==> src/rtl/bce_pkg.sv <==
// ----------------------------------------------------------------------------
// bce_pkg: battery charge estimator shared definitions
// Field widths, voltage band limits, window lengths, reciprocal constants for
// the divide-by-5 steps and the structs passed between the modules.
// ----------------------------------------------------------------------------
`default_nettype none

package bce_pkg;

    // field and state widths
    localparam int unsigned MV_W    = 13;
    localparam int unsigned PCT_W   = 8;
    localparam int unsigned DB_W    = 6;
    localparam int unsigned CNT_W   = 5;
    localparam int unsigned PSUM_W  = 11;
    localparam int unsigned MSUM_W  = 18;
    localparam int unsigned AVG_W   = 9;

    // stream payload widths, rounded up to whole bytes
    localparam int unsigned IN_TDATA_W  = 16;
    localparam int unsigned OUT_TDATA_W = 24;

    // voltage band limits in mV
    localparam logic [MV_W-1:0] FULL_MV      = MV_W'(4100);
    localparam logic [MV_W-1:0] UPPER_MV     = MV_W'(3960);
    localparam logic [MV_W-1:0] MIDDLE_MV    = MV_W'(3220);
    localparam logic [MV_W-1:0] LOWER_MV     = MV_W'(3020);
    localparam logic [MV_W-1:0] UPPER_OFS_MV = MV_W'(3340);
    localparam logic [MV_W-1:0] MID_OFS_MV   = MV_W'(3150);

    // fixed percents of the outer bands
    localparam logic [PCT_W-1:0] PCT_FULL  = PCT_W'(100);
    localparam logic [PCT_W-1:0] PCT_LOW   = PCT_W'(5);
    localparam logic [PCT_W-1:0] PCT_EMPTY = PCT_W'(1);
    localparam logic [PCT_W-1:0] PCT_UNMEASURED = PCT_W'(8'hbc);

    // middle band: floor(d*100/1043) == (d * MID_MULT) >> MID_SHIFT for d < 1024
    localparam int unsigned MID_OFS_W = 10;
    localparam int unsigned MID_MULT_W = 17;
    localparam int unsigned MID_SHIFT = 20;
    localparam logic [MID_MULT_W-1:0] MID_MULT = MID_MULT_W'(100535);

    // divide by 5: exact for the full width of each sum
    localparam int unsigned DIVP_MULT_W = 12;
    localparam int unsigned DIVP_SHIFT  = 14;
    localparam logic [DIVP_MULT_W-1:0] DIVP_MULT = DIVP_MULT_W'(3277);
    localparam int unsigned DIVM_MULT_W = 18;
    localparam int unsigned DIVM_SHIFT  = 20;
    localparam logic [DIVM_MULT_W-1:0] DIVM_MULT = DIVM_MULT_W'(209716);

    // window ends (count after increment) and register reset
    localparam logic [CNT_W-1:0] BURST_END  = CNT_W'(6);
    localparam logic [CNT_W-1:0] NORMAL_END = CNT_W'(21);
    localparam logic [DB_W-1:0]  DEADBAND_RESET = DB_W'(5);

    // one accepted sample
    typedef struct packed {
        logic            cmd;
        logic [MV_W-1:0] cell_mv;
    } t_sample;

    // one result item
    typedef struct packed {
        logic [PCT_W-1:0] display_percent;
        logic [MV_W-1:0]  average_mv;
        logic             refreshed;
    } t_result;

endpackage

`default_nettype wire

==> src/rtl/bce_percent.sv <==
// ----------------------------------------------------------------------------
// bce_percent: cell voltage to charge percent
// Five-band mapping of one sample; the middle band uses a constant
// reciprocal multiply in place of the divide by 1043.
// ----------------------------------------------------------------------------
`default_nettype none

module bce_percent import bce_pkg::*; (
    input  wire logic [MV_W-1:0]  i_cell_mv,
    output logic      [PCT_W-1:0] o_percent
);

    logic [MV_W-1:0]                   upper_ofs;
    logic [MV_W-1:0]                   mid_ofs_full;
    logic [MID_OFS_W-1:0]              mid_ofs;
    logic [MID_OFS_W+MID_MULT_W-1:0]   mid_prod;

    // band offsets; only meaningful inside their own band
    assign upper_ofs    = i_cell_mv - UPPER_OFS_MV;
    assign mid_ofs_full = i_cell_mv - MID_OFS_MV;
    assign mid_ofs      = mid_ofs_full[MID_OFS_W-1:0];
    assign mid_prod     = mid_ofs * MID_MULT;

    // band select
    always_comb begin
        if (i_cell_mv >= FULL_MV) begin
            o_percent = PCT_FULL;
        end else if (i_cell_mv >= UPPER_MV) begin
            o_percent = upper_ofs[PCT_W+2:3];
        end else if (i_cell_mv >= MIDDLE_MV) begin
            o_percent = PCT_W'(mid_prod[MID_OFS_W+MID_MULT_W-1:MID_SHIFT]);
        end else if (i_cell_mv >= LOWER_MV) begin
            o_percent = PCT_LOW;
        end else begin
            o_percent = PCT_EMPTY;
        end
    end

endmodule

`default_nettype wire

==> src/rtl/bce_window.sv <==
// ----------------------------------------------------------------------------
// bce_window: averaging windows and display update
// Holds mode, sample count, running sums and the shown values; on each step
// it accumulates a sample or closes a window and decides on a refresh.
// ----------------------------------------------------------------------------
`default_nettype none

module bce_window import bce_pkg::*; (
    input  wire logic             i_clk,
    input  wire logic             i_rst_n,
    input  wire logic             i_step,
    input  wire t_sample          i_sample,
    input  wire logic [PCT_W-1:0] i_percent,
    input  wire logic [DB_W-1:0]  i_deadband,
    output t_result               o_result
);

    logic              r_burst, n_burst;
    logic [CNT_W-1:0]  r_count, n_count;
    logic [PSUM_W-1:0] r_psum, n_psum;
    logic [MSUM_W-1:0] r_msum, n_msum;
    logic [PCT_W-1:0]  r_shown_pct, n_shown_pct;
    logic [MV_W-1:0]   r_shown_mv, n_shown_mv;

    logic                          burst_now;
    logic [CNT_W-1:0]              count_base;
    logic [CNT_W-1:0]              count_inc;
    logic                          burst_end;
    logic                          normal_end;
    logic [PSUM_W-1:0]             psum_q;
    logic [MSUM_W-1:0]             msum_q;
    logic [PSUM_W+DIVP_MULT_W-1:0] pavg_prod;
    logic [MSUM_W+DIVM_MULT_W-1:0] mavg_prod;
    logic [AVG_W-1:0]              avg;
    logic [AVG_W-1:0]              shown_ext;
    logic [AVG_W-1:0]              db_ext;
    logic [AVG_W-1:0]              rise_diff;
    logic [AVG_W-1:0]              drop_diff;
    logic                          avg_up;
    logic                          avg_down;
    logic                          burst_take;
    logic                          normal_take;
    logic                          take;

    // mode and count after the command
    assign burst_now  = i_sample.cmd | r_burst;
    assign count_base = i_sample.cmd ? '0 : r_count;
    assign count_inc  = count_base + CNT_W'(1);
    assign burst_end  = burst_now && (count_inc > BURST_END);
    assign normal_end = !burst_now && (count_inc > NORMAL_END);

    // window average: /5 in burst, /20 as (/4)/5 in normal mode
    assign psum_q    = burst_now ? r_psum : (r_psum >> 2);
    assign msum_q    = burst_now ? r_msum : (r_msum >> 2);
    assign pavg_prod = psum_q * DIVP_MULT;
    assign mavg_prod = msum_q * DIVM_MULT;
    assign avg       = AVG_W'(pavg_prod[PSUM_W+DIVP_MULT_W-1:DIVP_SHIFT]);

    // compare against the shown percent
    assign shown_ext = AVG_W'(r_shown_pct);
    assign db_ext    = AVG_W'(i_deadband);
    assign avg_up    = avg > shown_ext;
    assign avg_down  = avg < shown_ext;
    assign rise_diff = avg - shown_ext;
    assign drop_diff = shown_ext - avg;

    // burst rises freely, normal drops freely; the other way waits for the deadband
    assign burst_take  = avg_up || (r_shown_pct > PCT_FULL) ||
                         (avg_down && (drop_diff > db_ext));
    assign normal_take = (avg_up && (rise_diff > db_ext)) || avg_down;
    assign take        = (burst_end && burst_take) || (normal_end && normal_take);

    // next state
    always_comb begin
        n_burst     = burst_now;
        n_count     = count_inc;
        n_psum      = r_psum;
        n_msum      = r_msum;
        n_shown_pct = r_shown_pct;
        n_shown_mv  = r_shown_mv;
        if (burst_end || normal_end) begin
            n_count = '0;
            if (burst_end) begin
                n_burst = 1'b0;
            end
        end else if (count_inc == CNT_W'(1)) begin
            n_psum = '0;
            n_msum = '0;
        end else begin
            n_psum = r_psum + PSUM_W'(i_percent);
            n_msum = r_msum + MSUM_W'(i_sample.cell_mv);
        end
        if (take) begin
            n_shown_pct = avg[PCT_W-1:0];
            n_shown_mv  = mavg_prod[DIVM_SHIFT+MV_W-1:DIVM_SHIFT];
        end
    end

    // result of this step
    assign o_result.display_percent = n_shown_pct;
    assign o_result.average_mv      = n_shown_mv;
    assign o_result.refreshed       = take;

    // control and shown values
    always_ff @(posedge i_clk) begin
        if (!i_rst_n) begin
            r_burst     <= 1'b0;
            r_count     <= '0;
            r_shown_pct <= PCT_UNMEASURED;
            r_shown_mv  <= '0;
        end else if (i_step) begin
            r_burst     <= n_burst;
            r_count     <= n_count;
            r_shown_pct <= n_shown_pct;
            r_shown_mv  <= n_shown_mv;
        end
    end

    // running sums, cleared by the first sample of every window
    always_ff @(posedge i_clk) begin
        if (i_step) begin
            r_psum <= n_psum;
            r_msum <= n_msum;
        end
    end

endmodule

`default_nettype wire

==> src/rtl/battery_charge_estimator.sv <==
// ----------------------------------------------------------------------------
// battery_charge_estimator: windowed cell voltage to charge percent
// Maps voltage samples to percent, averages them over burst or normal
// windows and keeps the displayed percent and its averaged millivolts.
// ----------------------------------------------------------------------------
// Usage:
//   s_axis carries one sample per transfer: tdata holds the cell voltage in
//   mV, tuser[0] is the command (1 starts a five-sample burst refresh).
//   m_axis returns one result per sample: tdata holds the shown percent and
//   the averaged mV, tuser[0] flags that this sample changed the display.
//   i_cfg_we writes the 6-bit deadband from i_cfg_wdata; write it only while
//   no sample is in flight.
//   Throughput is one sample per cycle while the receiver does not stall. A
//   sample passes through the input register, then through the percent
//   mapping and window update into the result register.
//   When the receiver stalls, the result register holds its item and the
//   input register takes one more sample before s_axis_tready drops.
//   Reset empties both registers, returns to normal mode with an empty
//   window, shows 188 (not yet measured) with 0 mV, and sets the deadband
//   to 5.
// ----------------------------------------------------------------------------
`default_nettype none

module battery_charge_estimator import bce_pkg::*; (
    input  wire logic                   i_clk,
    input  wire logic                   i_rst_n,
    // sample stream
    input  wire logic                   s_axis_tvalid,
    output logic                        s_axis_tready,
    input  wire logic [IN_TDATA_W-1:0]  s_axis_tdata,   // [12:0] cell_mv
    input  wire logic [0:0]             s_axis_tuser,   // [0] cmd
    // result stream
    output logic                        m_axis_tvalid,
    input  wire logic                   m_axis_tready,
    output logic [OUT_TDATA_W-1:0]      m_axis_tdata,   // [7:0] display_percent,
                                                        // [20:8] average_mv
    output logic [0:0]                  m_axis_tuser,   // [0] refreshed
    // deadband register
    input  wire logic                   i_cfg_we,
    input  wire logic [DB_W-1:0]        i_cfg_wdata
);

    logic             r_deadband;
    logic [DB_W-1:0]  r_deadband_val;
    logic             r_in_valid;
    t_sample          r_in;
    logic             r_out_valid;
    t_result          r_out;
    logic             out_free;
    logic             step;
    logic             in_xfer;
    logic [PCT_W-1:0] sample_pct;
    t_result          step_result;

    // handshake
    assign out_free      = !r_out_valid || m_axis_tready;
    assign step          = r_in_valid && out_free;
    assign s_axis_tready = !r_in_valid || out_free;
    assign in_xfer       = s_axis_tvalid && s_axis_tready;

    // deadband register
    always_ff @(posedge i_clk) begin
        if (!i_rst_n) begin
            r_deadband     <= 1'b1;
            r_deadband_val <= DEADBAND_RESET;
        end else if (i_cfg_we) begin
            r_deadband     <= 1'b1;
            r_deadband_val <= i_cfg_wdata;
        end
    end

    // input register
    always_ff @(posedge i_clk) begin
        if (!i_rst_n) begin
            r_in_valid <= 1'b0;
        end else if (in_xfer) begin
            r_in_valid <= 1'b1;
        end else if (step) begin
            r_in_valid <= 1'b0;
        end
    end

    always_ff @(posedge i_clk) begin
        if (in_xfer) begin
            r_in.cmd     <= s_axis_tuser[0];
            r_in.cell_mv <= s_axis_tdata[MV_W-1:0];
        end
    end

    // percent of the held sample
    bce_percent u_percent (
        .i_cell_mv (r_in.cell_mv),
        .o_percent (sample_pct)
    );

    // window state and display decision
    bce_window u_window (
        .i_clk      (i_clk),
        .i_rst_n    (i_rst_n),
        .i_step     (step),
        .i_sample   (r_in),
        .i_percent  (sample_pct),
        .i_deadband (r_deadband ? r_deadband_val : DEADBAND_RESET),
        .o_result   (step_result)
    );

    // result register
    always_ff @(posedge i_clk) begin
        if (!i_rst_n) begin
            r_out_valid <= 1'b0;
        end else if (step) begin
            r_out_valid <= 1'b1;
        end else if (m_axis_tready) begin
            r_out_valid <= 1'b0;
        end
    end

    always_ff @(posedge i_clk) begin
        if (step) begin
            r_out <= step_result;
        end
    end

    assign m_axis_tvalid = r_out_valid;
    assign m_axis_tdata  = {{(OUT_TDATA_W-MV_W-PCT_W){1'b0}},
                            r_out.average_mv, r_out.display_percent};
    assign m_axis_tuser  = r_out.refreshed;

endmodule

`default_nettype wire

==> config.mk <==
export PLATFORM = sky130hd
export DESIGN_NAME = battery_charge_estimator
export DESIGN_NICKNAME = d
export VERILOG_FILES = /design/src/rtl/bce_pkg.sv /design/src/rtl/bce_percent.sv /design/src/rtl/bce_window.sv /design/src/rtl/battery_charge_estimator.sv
export SDC_FILE = /design/constraint.sdc
export NUM_CORES = 1
export LEC_CHECK = 0
export BUFFER_PORTS_ARGS = -buffer_cell sky130_fd_sc_hd__buf_2
export CAP_MARGIN = 30
export CORE_UTILIZATION = 59
export CTS_CLUSTER_SIZE = 40
export DETAILED_ROUTE_END_ITERATION = 7
export GPL_ROUTABILITY_DRIVEN = 0
export PLACE_DENSITY = 0.79
export SYNTH_ARGS = -nofsm -noshare
export SYNTH_HDL_FRONTEND = slang
export SYNTH_SLANG_ARGS = --single-unit
==> constraint.sdc <==
create_clock -name i_clk -period 8.1 [get_ports i_clk]
set_clock_uncertainty 0.15 [all_clocks]
set_input_delay 0.81 -clock i_clk [delete_from_list [all_inputs] [get_ports i_clk]]
set_output_delay 0.81 -clock i_clk [all_outputs]
set_load 0.05 [all_outputs]
==> results.cfg <==
[synthesis]
yosys_most_used_dff = sky130_fd_sc_hd__edfxtp_1
syn_area_um2 = 15800
synth_sequential_area_ratio = 0.167
ys_types = 77
avgSynthCellArea_um2 = 9.29
synthesized_netlist_cell_count = 1706
synth_enable_flop_cells = 65
async_reset_ff_frac = 0
synth_seq_cells = 100
yosysWarnings = 0

[setup_path]
timing.critical_path.arrival_ns = 8.61
cp_common_cell = sky130_fd_sc_hd__ha_1
r2r-start = r_in[13]
crit_slowest_cell = sky130_fd_sc_hd__fa_1
worst_setup_end_kind = flip-flop
crit_start = r_in[13]
timing.critical_path.required_ns = 8.24
critical_path_class = flip-flop to flip-flop
timing_endpoint_of_the_critical_path = u_window.r_shown_mv[5]
r2r-end = u_window.r_shown_mv[5]
setup_slack_of_the_most_critical_reg_to_reg_path_ns = -0.37
rr_worst_depth = 36
crit_path_max_fanout = 5
critical-path-max-stage-delay_ns = 0.52
start_kind = flip-flop

[clock_tree]
htreeDepth = 3
cts_tree = yes
clk-insertion-delay-late_ns = 0.36
cts.clk_slew.worst_paths_ns = 0.09
tritoncts_num_sinks = 100
cts_hold_repair.buffers = 0
cts_made_buffers = 9
cts.path.max_buffers = 2
clockRootBuffer = sky130_fd_sc_hd__clkbuf_16

[floorplanning]
placement_rows = 59
ioPinCount = 55
initial_core_util = 0.605
floorplan.core_area_um2 = 26200
die_area_um2 = 27500
die_height_um = 166
die_w_um = 166

[placed_design]
placed_cell_area_um2 = 17600
place_worst_setup_slack_ns = -0.496
total_of_buffers_placed_on_input_and_output_ports = 48
detailed_place_hpwl_mm = 30.0

[routing]
routed_via_density = 5.68
dr.first_iter.drc_count = 752
wire_per_inst_um = 17.1
post-route-drc-count = 7
ant_nets = 0
routed-via-count = 12800
drt_pre_antenna_iters = 8
drt-total-wl_mm = 38.6

[sta]
final.setup.worst_slack_ns = -0.367
holdWs_ns = 0.321
final-hold-violation-count = 0
maxSlewHeadroom = 0.310
setup_viol_count_final = 43
worst_slew_pin_slew_ns = 1.01
rsz0062_at_grt = true
maxSlewViolCount = 0
clock.fmax_mhz = 118
layout_min_cycle_time_ns = 8.47
fin_crit_sh = 1.05

[finish]
n_fill_cell = 1757
most_frequent_cells_in_the_layout = sky130_fd_sc_hd__inv_1 (331), sky130_fd_sc_hd__ha_1 (296), sky130_fd_sc_hd__nand2_1 (170)
multiInputGateArea_um2 = 12500
diodes = 0
mostFrequentLayoutCell = sky130_fd_sc_hd__inv_1
post-route-util = 0.720
finish.instance_area_um2 = 18900
synthToLayoutAreaGrowth_pct = 19.0
share_of_post_route_cells_with_drive_strength_above_1 = 0.200
register_area_um2 = 2650
final_net_count = 2432

[global_route]
grt_start_max_net_pins = 49
grt.overflow.total = 0
vias_in_the_first_global_route = 13300
track_usage = 0.278
first_pass_grt_wire_length_mm = 62.4
grt_antenna_before_repair = 0

[run_status]
outcome = finished with violations
violations_in_the_final_reports = DRC, setup timing

[worst_hold_path]
hp-class = flip-flop to flip-flop

[flow_run]
timing.max_cap.violations = 0
[flip-flops by register name, indices dropped and copies added (netlist names)]
signal	count
r_deadband_val	6
u_window.r_psum	11
r_in	14
u_window.r_msum	18
u_window.r_shown_mv	13
m_axis_tuser	1
u_window.r_burst	1
m_axis_tdata	21
m_axis_tvalid	1
u_window.r_shown_pct	8
u_window.r_count	5
r_in_valid	1
[cells in the mapped netlist, drive strengths merged (6+ instances only)]
master	instances	area, um^2
fa	167	3340
a21oi	48	240
or2	10	62.6
o21a	16	120
nor2	74	278
and3	7	43.8
a21o	15	113
or3	10	62.6
o21bai	6	45.0
a21boi	10	75.1
nor2b	30	188
o211ai	10	75.1
ha	321	4020
xnor2	45	394
a2111oi	8	76.3
dfxtp	35	701
and2	9	56.3
a211oi	8	60.1
a31oi	8	50.1
nor3	20	100
nand2	178	676
nand3	20	100
mux2i	22	220
edfxtp	65	1950
inv	344	1290
nand2b	9	56.3
o21ai	56	280
nand4	12	75.1
clkbuf	28	105
xor2	29	254
buf	8	53.8
[final cells by class]
class,count,share of cell area
clock buffer,9,0.0119
multi-input combinational,1229,0.662
timing repair buffer,231,0.0901
inverter,345,0.0687
tap,335,0.0222
sequential,100,0.141
clock inverter,7,0.00431
[per-stage QoR]
stage,instances,setup TNS (ns)
after global placement,2206,-14.47
final,2256,-13.63
after CTS,2237,-4.96
after global routing,2256,-31.21
after floorplan,1709,0
after detailed placement,2206,-21.27
[how the worst min path moves through the flow]
stage / slack, ns / startpoint / endpoint / depth (start not counted)
floorplan: 0.29 / u_window.r_shown_mv[1] / u_window.r_shown_mv[1] / 2
global placement: 0.29 / u_window.r_shown_mv[10] / u_window.r_shown_mv[10] / 2
detailed placement: 0.31 / u_window.r_shown_mv[4] / u_window.r_shown_mv[4] / 2
CTS: 0.32 / u_window.r_shown_mv[4] / u_window.r_shown_mv[4] / 2
global route: 0.34 / u_window.r_shown_mv[6] / u_window.r_shown_mv[6] / 2
finish: 0.32 / u_window.r_shown_mv[4] / u_window.r_shown_mv[4] / 2
[metal layers]
layer | share of wire | wire (um) | GRT usage | up-vias
met5 | 0 | 0 | 0 | -
met4 | 0.040 | 1540 | 0.104 | 0
met3 | 0.042 | 1610 | 0.0272 | 117
met2 | 0.51 | 19800 | 0.512 | 403
met1 | 0.41 | 15700 | 0.336 | 6223
li1 | - | - | - | 6070
[kinds of logic (layout without fill, tap and decap cells)]
family | after synthesis | in the layout | share of synthesized area
simple gates | 401 | 402 | 0.119
buf+inv | 381 | 592 | 0.0918
fa+ha+maj | 488 | 488 | 0.464
other cells | 1 | 4 | 0.000237
flops | 100 | 100 | 0.167
compound gates | 237 | 237 | 0.101
mux | 24 | 24 | 0.0153
xor+xnor | 74 | 74 | 0.0409
[critical path: cells and delay by family (launching register included)]
family                     cells  cell delay [ns]
adders and majority gates      8             2.72
AOI/OAI and AO/OA             11             2.12
and+or+nand+nor                8             1.65
buffers and inverters          6             0.61
muxes                          2             0.60
DFF                            1             0.44
xor gates and xnor gates       1             0.09
[what timing repair did]
| item | 4_1_cts | 5_1_grt |
|---|---|---|
| gates cloned | 2 | 0 |
| endpoints found under the setup margin | 49 | 49 |
| buffers inserted | 13 | 19 |
| resized for setup | 78 | 74 |
| pin swaps | 39 | 75 |
Power is left out: the tool's default activity adds up to more than one toggle a clock period on the data nets, which glitch-free logic cannot reach.
